===== src/hdl/dbkt_pkg.sv =====
// package for the draw-batch key table: command codes, key and result types,
// controller states and the controller/datapath command and status structs
// no dependencies
package dbkt_pkg;

    localparam int MAX_SLOTS = 32;
    localparam int GRP_W     = 5;
    localparam int SKEY_W    = 48;

    typedef enum logic [1:0] {
        CMD_ADD   = 2'd0,
        CMD_SORT  = 2'd1,
        CMD_CLEAR = 2'd2,
        CMD_NONE  = 2'd3
    } t_command;

    typedef enum logic {
        KIND_ADD   = 1'b0,
        KIND_ENTRY = 1'b1
    } t_kind;

    typedef struct packed {
        logic signed [15:0] depth;
        logic [15:0]        shader;
        logic [15:0]        texture;
    } t_key;

    typedef struct packed {
        logic [1:0] command;
        t_key       key;
    } t_item;

    typedef struct packed {
        t_kind            reply_kind;
        logic [GRP_W-1:0] group_index;
        logic             is_new;
        logic             table_full;
        t_key             entry;
        logic             last;
    } t_res;

    typedef enum logic [2:0] {
        ST_IDLE,
        ST_MATCH,
        ST_DECIDE,
        ST_REPLY,
        ST_SORT,
        ST_LOAD,
        ST_EMIT
    } t_state;

    typedef struct packed {
        logic capture;
        logic match;
        logic add;
        logic clear;
        logic sort_init;
        logic sort_step;
        logic emit_init;
        logic emit_load;
        logic emit_next;
    } t_dp_cmd;

    typedef struct packed {
        t_command cmd;
        logic     count_zero;
        logic     phase_done;
        logic     emit_last;
    } t_dp_stat;

    // depth is signed: flipping its sign bit makes the whole key compare unsigned
    function automatic logic [SKEY_W-1:0] sort_key(input t_key k);
        sort_key = {~k.depth[15], k.depth[14:0], k.shader, k.texture};
    endfunction

endpackage


===== src/hdl/dbkt_ctrl.sv =====
// controller of the draw-batch key table: sequences match, insert, sort and emit
// depends on dbkt_pkg
module dbkt_ctrl
    import dbkt_pkg::*;
(
    input  logic     i_clk,
    input  logic     i_rst_n,
    input  logic     i_in_valid,
    output logic     o_in_ready,
    output logic     o_out_valid,
    input  logic     i_out_ready,
    input  t_dp_stat i_stat,
    output t_dp_cmd  o_cmd
);

    t_state r_state;
    t_state n_state;

    always_ff @(posedge i_clk) begin
        if (!i_rst_n) begin
            r_state <= ST_IDLE;
        end else begin
            r_state <= n_state;
        end
    end

    always_comb begin
        n_state = r_state;
        unique case (r_state)
            ST_IDLE: begin
                if (i_in_valid) n_state = ST_MATCH;
            end
            ST_MATCH: begin
                n_state = ST_DECIDE;
            end
            ST_DECIDE: begin
                unique case (i_stat.cmd)
                    CMD_ADD:  n_state = ST_REPLY;
                    CMD_SORT: n_state = i_stat.count_zero ? ST_IDLE : ST_SORT;
                    default:  n_state = ST_IDLE;
                endcase
            end
            ST_REPLY: begin
                if (i_out_ready) n_state = ST_IDLE;
            end
            ST_SORT: begin
                if (i_stat.phase_done) n_state = ST_LOAD;
            end
            ST_LOAD: begin
                n_state = ST_EMIT;
            end
            ST_EMIT: begin
                if (i_out_ready) n_state = i_stat.emit_last ? ST_IDLE : ST_LOAD;
            end
            default: begin
                n_state = ST_IDLE;
            end
        endcase
    end

    always_comb begin
        o_cmd       = '0;
        o_in_ready  = 1'b0;
        o_out_valid = 1'b0;
        unique case (r_state)
            ST_IDLE: begin
                o_in_ready    = 1'b1;
                o_cmd.capture = i_in_valid;
            end
            ST_MATCH: begin
                o_cmd.match = 1'b1;
            end
            ST_DECIDE: begin
                o_cmd.add       = (i_stat.cmd == CMD_ADD);
                o_cmd.clear     = (i_stat.cmd == CMD_CLEAR);
                o_cmd.sort_init = (i_stat.cmd == CMD_SORT);
            end
            ST_REPLY: begin
                o_out_valid = 1'b1;
            end
            ST_SORT: begin
                o_cmd.sort_step = 1'b1;
                o_cmd.emit_init = i_stat.phase_done;
            end
            ST_LOAD: begin
                o_cmd.emit_load = 1'b1;
            end
            ST_EMIT: begin
                o_out_valid     = 1'b1;
                o_cmd.emit_next = i_out_ready && !i_stat.emit_last;
            end
            default: begin
                o_cmd = '0;
            end
        endcase
    end

endmodule


===== config.mk =====
export PLATFORM = sky130hd
export DESIGN_NAME = dbkt_ctrl
export DESIGN_NICKNAME = d
export VERILOG_FILES = /design/src/hdl/dbkt_pkg.sv /design/src/hdl/dbkt_ctrl.sv
export SDC_FILE = /design/constraint.sdc
export NUM_CORES = 1
export LEC_CHECK = 0
export ABC_AREA = 0
export ABC_CLOCK_PERIOD_IN_PS = 3100
export BUFFER_PORTS_ARGS = -buffer_cell sky130_fd_sc_hd__clkbuf_2
export CAP_MARGIN = 20
export CORE_AREA = 2 2 39 41
export DETAILED_ROUTE_END_ITERATION = 6
export DIE_AREA = 0 0 41 43
export SETUP_SLACK_MARGIN = 0.5
export SLEW_MARGIN = 10
export SYNTH_ARGS = -nofsm -noshare
export SYNTH_HDL_FRONTEND = slang
export SYNTH_SLANG_ARGS = --single-unit

===== constraint.sdc =====
create_clock -name i_clk -period 3.1 [get_ports i_clk]
set_input_delay 0.31 -clock i_clk [delete_from_list [all_inputs] [get_ports i_clk]]
set_output_delay 0.31 -clock i_clk [all_outputs]
set_load 0.005 [all_outputs]

**Yosys cells after proc, flatten, opt, wreduce, memory -nomap -nowiden**

Index checks and enable logic that the tools add are counted.

- Bits in registers: 3
- Input port bits: 9
- Word-level logic and storage cells: 35
- Output and inout port bits: 11

- Reductions and logical operators: 6
- Mux-type cells: 16
- Eq/ne operators: 12

Operators by type and width:

| kind | count |
|---|---|
| 2-to-1 mux 3 bit | 7 |
| one-hot mux 3 bit (7 select lines) | 1 |
| == test 3 bit (second input constant) | 3 |
| inequality test 2 bit (second input constant) | 4 |
| == test 3 x 2 -> 1 bit (second input constant) | 2 |
| 2-to-1 mux 1 bit | 6 |
| one-hot mux 3 bit (2 select lines) | 1 |
| AND reduction 4 bit | 1 |
| == test 3 x 1 -> 1 bit (second input constant) | 1 |
| logical NOT 3 bit | 1 |
| == test 2 x 1 -> 1 bit (second input constant) | 1 |
| == test 2 bit (second input constant) | 1 |
| logical NOT 2 bit | 1 |
| 2-to-1 mux 2 bit | 1 |
| OR reduction 2 bit | 1 |
| logical AND 1 bit | 1 |
| logical NOT 1 bit | 1 |

**Logic depth before layout (Yosys ltp)**

Gate-level depths: netlist of the first run.

- Word-level depth: 3
- Mapped depth: 4
- Mapped depth without buffers: 3

**Worst setup path after synthesis of the first run**

OpenSTA, ideal clock, no wires.

- Path kind: register to output
- From: register r_state[1]
- To: output port o_cmd[6] (netlist name)
- Cell stages (with the launch flop): 4
- Arrival time: 1.124 ns
- Slack: 1.666 ns
- Path through: dfxtp_1 -> or3b_4 -> or3_1 -> inv_1

RTL lines:

| element | line | RTL |
|---|---|---|
| start, declared | dbkt_ctrl.sv:16 | `t_state r_state;` |
| start signal, assigned | dbkt_ctrl.sv:23 | `r_state <= n_state;` |
| end, declared | dbkt_ctrl.sv:13 | `output t_dp_cmd o_cmd` |

==> results_dict.tcl, run 1 <==
set metrics [dict create \
    rows 14 \
    holdWs_ns 0.357 \
    cts_resized 0 \
    largest_reg_flops 3 \
    wirelength_um 782 \
    rsz0062_at_grt "false" \
    grt_pass1_wl_um 1260 \
    hold_path.class "in -> reg" \
    finalWeightedCongestion 0.719 \
    synth_top_cell_area_share_pct 19.4 \
    yosysTopAreaCell "dfxtp_1" \
    total_power_w 0.000207 \
    critical_path_class "reg -> out" \
    wl_met1_um 368 \
    clock.fmax_ghz 0.492 \
    drv_slew 0 \
    ys_types 26 \
    place_ws_ns 1.33 \
    core_sq_um 1380 \
    irDropWorstVdd_uv 191 \
    clkSlewWorstSetupHoldPaths_ns 0.04 \
    dieWidth_um 41 \
    die_y_um 43 \
    path_max_fanout 13 \
    cts-root-buf "clkbuf_4" \
    cp-end-kind "output port" \
    post_cts_buffers 0 \
    netlist_instances 40 \
    wl_per_cell_um 10.3 \
    startpoint_type "flop" \
    status "finished clean" \
    critPathRequiredTime_ns 2.79 \
    portBuffers 19 \
    synth_nets 49 \
    clk_latency_ns 0.24 \
    vias 364 \
    cts_made_buffers 3 \
    max_slew.worst_pin.slew_ns 0.438 \
    p_per_area_nw_per_um2 473 \
    seq_area_frac_synth_pct 19.4 \
    yosys_warnings 0 \
    maxCapViolCount 0 \
    grt_max_degree 15 \
    regMostFlops "r_state" \
    period_share_pct 65.5 \
    period_needed_ns 2.03 \
    nNetsFinal 70 \
    finalSetupViolations 0 \
    drive_above_1_share_pct 40.0 \
    ctsHoldBuffers 0 \
    postRouteAntennaNets 0 \
    place.detailed.hpwl_um 593 \
    synth_edf_count 0 \
    drt_iter0_drc 4 \
    wl_met3_um 53 \
    p_leak_nw 0.202 \
    cts_num_sinks 3 \
    layout_setup_ws_ns 1.07 \
    top_layer_used "met4" \
    grt-ovfl-total 0 \
    arrival_ns 1.72 \
    grt_pass1_vias 319 \
    dr_wl_met2_um 348 \
    async_flop_share_pct 0 \
    top_regs "r_state (3)" \
    slew_headroom_pct 70.6 \
    finalSetupTns_ns 0 \
    antenna_cells 0 \
    reg2reg_setup_slack_ns 1.54 \
    die-area_sq_um 1760 \
    drt_first_pass_iters 4 \
    grt_antenna_before_repair 0 \
    syn_to_final_growth_pct 40.7 \
    vias_per_cell 4.79 \
    grt.total_usage_pct 11.0 \
    clockBufferDepth 2 \
    finClkSkew_ns 0.00762 \
    syn_area_sq_um 310 \
    start_util_pct 22.4 \
    htree_levels 1 \
    synth-seq-cells 3 \
    syn_avg_cell_area_sq_um 7.76 \
    io_pins 20 \
    synth_flop_cell "dfxtp_1" \
    synth_area_leaders "dfxtp_1 19%, nand2b_1 8.1%, nor2b_1 6.0%" \
    cts_tree "built" \
    hold_viol_final 0 \
    route.detailed.drc 0 \
]
[cells in the mapped netlist, drive strengths merged (2+ instances only)]
| cell | instances |
|---|---|
| nor2b | 3 |
| buf | 3 |
| and2 | 2 |
| dfxtp | 3 |
| o21a | 2 |
| nor3 | 2 |
| nor2 | 2 |
| nor3b | 2 |
| nand2b | 4 |
[layer usage]
layer	track usage [%]	up-vias
met5	0	-
met4	10.0	0
met3	3.14	2
met2	14.7	18
met1	13.5	156
li1	-	188
[worst paths after layout]
| path | from | endpoint | cells past startpoint |
|---|---|---|---|
| setup / recovery | r_state[1]$_SDFFE_PN0P_ | o_cmd[6] | 4 |
| hold / removal | i_rst_n | r_state[1]$_SDFFE_PN0P_ | 3 |
| setup reg to reg | r_state[1]$_SDFFE_PN0P_ | r_state[1]$_SDFFE_PN0P_ | 3 |
| hold reg to reg | r_state[2]$_SDFFE_PN0P_ | r_state[2]$_SDFFE_PN0P_ | 2 |
[logic make-up after synthesis]
kind of cell	Yosys count	synth area share, %
AND/OR/NAND/NOR	22	45.2
multiplexers	2	6.85
buffers and inverters	4	6.05
AO/OA/AOI/OAI	9	22.6
flip-flops	3	19.4
[power by group]
part	total (W)	internal, W	switching [W]
clock	0.0000696	0.0000483	0.0000213
combinational	0.0000710	0.0000416	0.0000294
sequential	0.0000660	0.0000455	0.0000205
[layout make-up]
class                           count  area [sq um]
Sequential cell                     3          60.1
Multi-Input combinational cell     33           231
Clock buffer                        4          26.3
Timing Repair Buffer               19          95.1
Fill cell                         158           947
Inverter                            1          3.75
Tap cell                           16          20.0
[through the flow]
| stage | instances | cell area, sq um | utilization, % |
|---|---|---|---|
| 2_1_floorplan | 40 | 310 | - |
| 3_3_place_gp | 72 | 410 | 29.7 |
| 3_5_place_dp | 72 | 410 | 29.7 |
| 4_1_cts | 76 | 437 | 31.6 |
| 5_1_grt | 76 | 437 | 31.6 |
| 6_report | 76 | 437 | 31.6 |
[cell usage in the layout, fill, tap and decap left out, drive strengths merged, types with 2 or more instances in the layout]
cell	count
nor3b	2
dfxtp	3
clkbuf	23
nor3	2
and2	2
nand2b	4
o21a	2
nor2	2
nor2b	3
[worst max-delay path, cell delays in order, from the launching register on]
cell	delay, ns
dfxtp_1	0.54
or3b_4	0.45
or3_1	0.33
inv_1	0.06
clkbuf_2	0.10
Power figures use the tool's default switching activity.
==> run 2: changes to the inputs <==
--- a/config.mk
+++ b/config.mk
@@ -6,7 +6,7 @@
 export NUM_CORES = 1
 export LEC_CHECK = 0
 export ABC_AREA = 0
-export ABC_CLOCK_PERIOD_IN_PS = 3100
+export ABC_CLOCK_PERIOD_IN_PS = 2100
 export BUFFER_PORTS_ARGS = -buffer_cell sky130_fd_sc_hd__clkbuf_2
 export CAP_MARGIN = 20
 export CORE_AREA = 2 2 39 41
==> constraint.sdc (replaced) <==
create_clock -name i_clk -period 2.1 [get_ports i_clk]
set_input_delay 0.21 -clock i_clk [delete_from_list [all_inputs] [get_ports i_clk]]
set_output_delay 0.21 -clock i_clk [all_outputs]
set_load 0.005 [all_outputs]
==> run 2 against run 1 <==
  * Clock power increased by 47%
  * Combinational power increased by 120%
  * Sequential power increased by 13%
  * Critical path type unchanged
  * Largest cell class unchanged
  * Largest power group unchanged
==> results_dict.tcl, run 2 (same netlist as run 1, synthesis figures left out) <==
set metrics [dict create \
    status "finished clean" \
    grt_max_degree 13 \
    antenna_cells 0 \
    ctsHoldBuffers 0 \
    utilization_pct 35.2 \
    vias 379 \
    finalSetupTns_ns 0 \
    layout_setup_ws_ns 0.428 \
    mostFrequentLayoutCell "clkbuf_2" \
    r2r_cells 4 \
    p_leak_nw 0.226 \
    die-area_sq_um 1760 \
    critPathRequiredTime_ns 1.89 \
    cts-root-buf "clkbuf_4" \
    drive_above_1_share_pct 53.1 \
    clkSlewWorstSetupHoldPaths_ns 0.04 \
    largest_reg_flops 3 \
    postRouteAntennaNets 0 \
    io_pins 20 \
    period_share_pct 79.6 \
    regMostFlops "r_state" \
    hold_path.class "in -> reg" \
    cts_num_sinks 3 \
    nNetsFinal 74 \
    rows 14 \
    cts_made_buffers 3 \
    grt.total_usage_pct 12.9 \
    cp-startpoint "r_state[2]$_SDFFE_PN0P_" \
    route.detailed.drc 0 \
    drv_slew 0 \
    hold_viol_final 0 \
    finalSetupViolations 0 \
    r2r-start "r_state[2]$_SDFFE_PN0P_" \
    maxCapViolCount 0 \
    drt_first_pass_iters 1 \
    cp-end-kind "output port" \
    cts_tree "built" \
    top_regs "r_state (3)" \
    critPathCapture "o_cmd[6]" \
    period_needed_ns 1.67 \
    drt_iter0_drc 0 \
    rsz0062_at_grt "true" \
    slew_headroom_pct 68.6 \
    startpoint_type "flop" \
    reg2reg_to "r_state[0]$_SDFFE_PN0P_" \
    htree_levels 1 \
    wirelength_um 946 \
    wl_per_cell_um 11.8 \
    finalWeightedCongestion 0.756 \
    grt_antenna_before_repair 0 \
    grt_pass1_vias 358 \
    syn_to_final_growth_pct 56.9 \
    reg2reg_setup_slack_ns 0.68 \
    finClkSkew_ns 0.00542 \
    final_cell_mix "19 x clkbuf_2, 4 x nand2b_1, 4 x buf_4" \
    grt-ovfl-total 0 \
    nFillCells 147 \
    grt_pass1_wl_um 1510 \
    arrival_ns 1.46 \
    clockBufferDepth 2 \
    die_y_um 43 \
    place_ws_ns 0.532 \
    clk_latency_ns 0.24 \
    dieWidth_um 41 \
    portBuffers 19 \
    path_max_fanout 3 \
    max_slew.worst_pin.slew_ns 0.469 \
    core_sq_um 1380 \
    start_util_pct 22.4 \
    critical_path_class "reg -> out" \
    p_per_area_nw_per_um2 684 \
    clock.fmax_ghz 0.598 \
    irDropWorstVdd_uv 282 \
    vias_per_cell 4.74 \
]
==> run 2: cell types whose count changed in the layout (fill, tap and decap cells not counted) <==
cell	before	now
inv_1	1	0
nor3b_2	0	1
nor3b_1	2	1
nor2_1	2	1
or3_1	1	0
inv_2	0	1
dfxtp_1	3	1
buf_4	0	4
dfxtp_4	0	2
or3_4	0	1
nor2_2	0	1
==> run 2: worst min-delay path by stage <==
stage               cells past startpoint     from                      end
global placement                        2  i_rst_n  r_state[0]$_SDFFE_PN0P_
CTS                                     3  i_rst_n  r_state[1]$_SDFFE_PN0P_
finish                                  3  i_rst_n  r_state[1]$_SDFFE_PN0P_
global route                            3  i_rst_n  r_state[1]$_SDFFE_PN0P_
detailed placement                      3  i_rst_n  r_state[1]$_SDFFE_PN0P_
floorplan                               1  i_rst_n  r_state[0]$_SDFFE_PN0P_
==> run 2: layout make-up <==
class | count | area, sq um | share of cell area (%)
Tap cell | 16 | 20.0 | 4.11
Timing Repair Buffer | 23 | 125 | 25.7
Sequential cell | 3 | 67.6 | 13.9
Multi-Input combinational cell | 33 | 244 | 50.1
Inverter | 1 | 3.75 | 0.771
Clock buffer | 4 | 26.3 | 5.40
==> run 2: per-layer routing <==
layer | routed length, um | track usage [%] | vias up
li1 | - | - | 197
met4 | 11 | 10.0 | 0
met2 | 506 | 19.1 | 13
met5 | 0 | 0 | -
met3 | 42 | 3.14 | 2
met1 | 385 | 15.1 | 167
==> run 2: stage by stage <==
stage | instance area [sq um] | instances | power (W) | hold WS [ns]
floorplan | 310 | 40 | 0.000165 | 0.336
global placement | 418 | 73 | 0.000209 | 0.507
detailed placement | 418 | 73 | 0.000210 | 0.501
CTS | 479 | 80 | 0.000335 | 0.254
global route | 487 | 80 | 0.000361 | 0.268
finish | 487 | 80 | 0.000333 | 0.263
==> run 2: where the power goes <==
part           total (W)  internal (W)  switching [W]
Sequential     0.0000746     0.0000687     0.00000593
Combinational   0.000156     0.0000792      0.0000770
Clock           0.000102     0.0000713      0.0000311
Total           0.000333      0.000219       0.000114
==> run 2: what timing repair did <==
action,CTS,global route
resized for setup,6,2
buffers inserted,3,0
cloned,0,0
pin swaps,1,0
setup endpoints to repair,2,4
==> run 2: critical path, cell delays in order, from the launching register on <==
cell and delay [ns]:
dfxtp_4 0.34, or3b_4 0.39, or3_4 0.34, inv_2 0.05, clkbuf_2 0.10
==> run 3: changes to the inputs <==
--- a/config.mk
+++ b/config.mk
@@ -6,7 +6,7 @@
 export NUM_CORES = 1
 export LEC_CHECK = 0
 export ABC_AREA = 0
-export ABC_CLOCK_PERIOD_IN_PS = 2100
+export ABC_CLOCK_PERIOD_IN_PS = 1570
 export BUFFER_PORTS_ARGS = -buffer_cell sky130_fd_sc_hd__clkbuf_2
 export CAP_MARGIN = 20
 export CORE_AREA = 2 2 39 41
==> constraint.sdc (replaced) <==
create_clock -name i_clk -period 1.57 [get_ports i_clk]
set_input_delay 0.157 -clock i_clk [delete_from_list [all_inputs] [get_ports i_clk]]
set_output_delay 0.157 -clock i_clk [all_outputs]
set_load 0.005 [all_outputs]
==> run 3 against run 2 <==
  * The flow now finishes with violations (negative setup slack)
  * First-iteration DRC count increased by 3
  * Power increased by 86%
  * Via count increased by 12%
  * Clock skew decreased by 0.0014 ns
  * Core utilization increased by 14 points
  * Flip-flop and latch count unchanged
  * Routed wire length increased by 20%
  * Hold slack got worse by 0.051 ns
  * Highest routed layer unchanged
==> results_dict.tcl, run 3 (same netlist as run 1, synthesis figures left out) <==
set metrics [dict create \
    grt-ovfl-total 0 \
    layout.cells.non_filler 90 \
    utilization_pct 48.7 \
    regArea_sq_um 62.6 \
    portBuffers 19 \
    core_sq_um 1380 \
    htree_levels 1 \
    layout_setup_ws_ns -0.00910 \
    die-area_sq_um 1760 \
    top_regs "r_state (3)" \
    period_share_pct 101 \
    wl_per_cell_um 12.6 \
    finalWeightedCongestion 0.735 \
    final_cell_mix "12 x clkbuf_2, 9 x buf_4, 6 x buf_2" \
    critPathMaxStageDelay_ns 0.39 \
    cp_top_family "simple AND/OR/NAND/NOR gates" \
    clkSlewWorstSetupHoldPaths_ns 0.04 \
    rows 14 \
    vias 426 \
    finalSetupViolations 1 \
    syn_to_final_growth_pct 117 \
    arrival_ns 1.42 \
    startpoint_type "flop" \
    irDropWorstVdd_uv 407 \
    rsz0062_at_grt "true" \
    cts_made_buffers 3 \
    p_per_area_nw_per_um2 918 \
    drive_above_1_share_pct 74.3 \
    cts_tree "built" \
    min_path_cells 2 \
    grt_pass1_vias 418 \
    hold_viol_final 0 \
    largest_reg_flops 3 \
    die_y_um 43 \
    cts-root-buf "clkbuf_4" \
    route.detailed.drc 0 \
    violations "negative setup slack" \
    critPathRequiredTime_ns 1.41 \
    critical_path_class "reg -> out" \
    nFillCells 138 \
    placed_area_sq_um 467 \
    nNetsFinal 84 \
    status "finished, violations left" \
    max_slew.worst_pin.slew_ns 0.323 \
    path_max_fanout 2 \
    drv_slew 0 \
    antenna_cells 0 \
    ctsHoldBuffers 0 \
    clock.fmax_ghz 0.633 \
    path_cells "or3b_4 > or3_4 > inv_2 > clkbuf_2" \
    mostFrequentLayoutCell "clkbuf_2" \
    grt_antenna_before_repair 0 \
    post-place-cells 75 \
    grt_max_degree 13 \
    place.detailed.hpwl_um 670 \
    final_cell_area_sq_um 674 \
    wirelength_um 1130 \
    cp-end-kind "output port" \
    worst-path-buf-inv 2 \
    slew_headroom_pct 78.2 \
    period_needed_ns 1.58 \
    finClkSkew_ns 0.00406 \
    grt_pass1_wl_um 1720 \
    io_pins 20 \
    multi_input_area_sq_um 325 \
    clk_latency_ns 0.23 \
    critical_path.slowest_cell "or3b_4" \
    start_util_pct 22.4 \
    clockBufferDepth 2 \
    cts_num_sinks 3 \
    r2r_cells 6 \
    grt.total_usage_pct 15.1 \
    dieWidth_um 41 \
    worst-path-stages 4 \
    drt_first_pass_iters 3 \
    postRouteAntennaNets 0 \
    maxCapViolCount 0 \
    vias_per_cell 4.73 \
    p_leak_nw 0.313 \
    hold_path.class "in -> reg" \
    regMostFlops "r_state" \
    drt_iter0_drc 3 \
]
## run 3: cell count changes in the layout (fill, tap and decap cells not counted), moves of 2 or more
cell / delta
buf_6: +3
clkbuf_2: -7
dfxtp_2: +2
buf_4: +5
dfxtp_4: -2
buf_2: +6
buf_8: +3
nor3_1: -2
## run 3: stage by stage
step | TNS, ns | worst slack (ns) | total power (W) | hold WS [ns]
2_1_floorplan | 0 | 0.317 | 0.000244 | 0.279
3_3_place_gp | 0 | 0.227 | 0.000315 | 0.462
3_5_place_dp | 0 | 0.197 | 0.000320 | 0.450
4_1_cts | -0.0159 | -0.0159 | 0.000578 | 0.207
5_1_grt | -0.0663 | -0.0545 | 0.000662 | 0.215
6_report | -0.00910 | -0.00910 | 0.000619 | 0.212
## run 3: path summary, 6_finish.rpt
kind                      startpoint                 endpoint  slack (ns)
min                          i_rst_n  r_state[0]$_SDFFE_PN0P_        0.21
max reg2reg  r_state[1]$_SDFFE_PN0P_  r_state[1]$_SDFFE_PN0P_        0.14
min reg2reg  r_state[0]$_SDFFE_PN0P_  r_state[1]$_SDFFE_PN0P_        0.68
max          r_state[2]$_SDFFE_PN0P_                 o_cmd[6]      -0.009
## run 3: per-layer routing
layer	wire length, um	vias up	GRT usage [%]
met1	459	197	14.8
met5	0	-	0
li1	-	215	-
met2	601	12	24.4
met3	44	2	5.24
met4	25	0	10.7
## run 3: area by class of cell
class / instances / share of cell area, %
multi-input cells: 33 / 48.2
clock buffers: 4 / 3.90
inverters: 1 / 0.557
well taps: 16 / 2.97
repair buffers: 33 / 35.1
flip-flops and latches: 3 / 9.28
## run 3: power breakdown
group	total (W)	internal (W)	switching, W
registers	0.0000986	0.0000912	0.00000746
logic	0.000384	0.000223	0.000161
clock network	0.000136	0.0000953	0.0000409
## run 3: worst reg2reg max path, delay by kind of cell (launching register included)
kind	cells	cell delay [ns]
multiplexers	1	0.15
flip-flops	1	0.31
buffers and inverters	3	0.37
AO/OA/AOI/OAI	2	0.46
## run 3: timing repair
| item | 4_1_cts | 5_1_grt |
|---|---|---|
| endpoints found under the setup margin | 14 | 14 |
| resized for setup | 17 | 15 |
| buffers inserted | 9 | 2 |
| pin swaps | 8 | 9 |
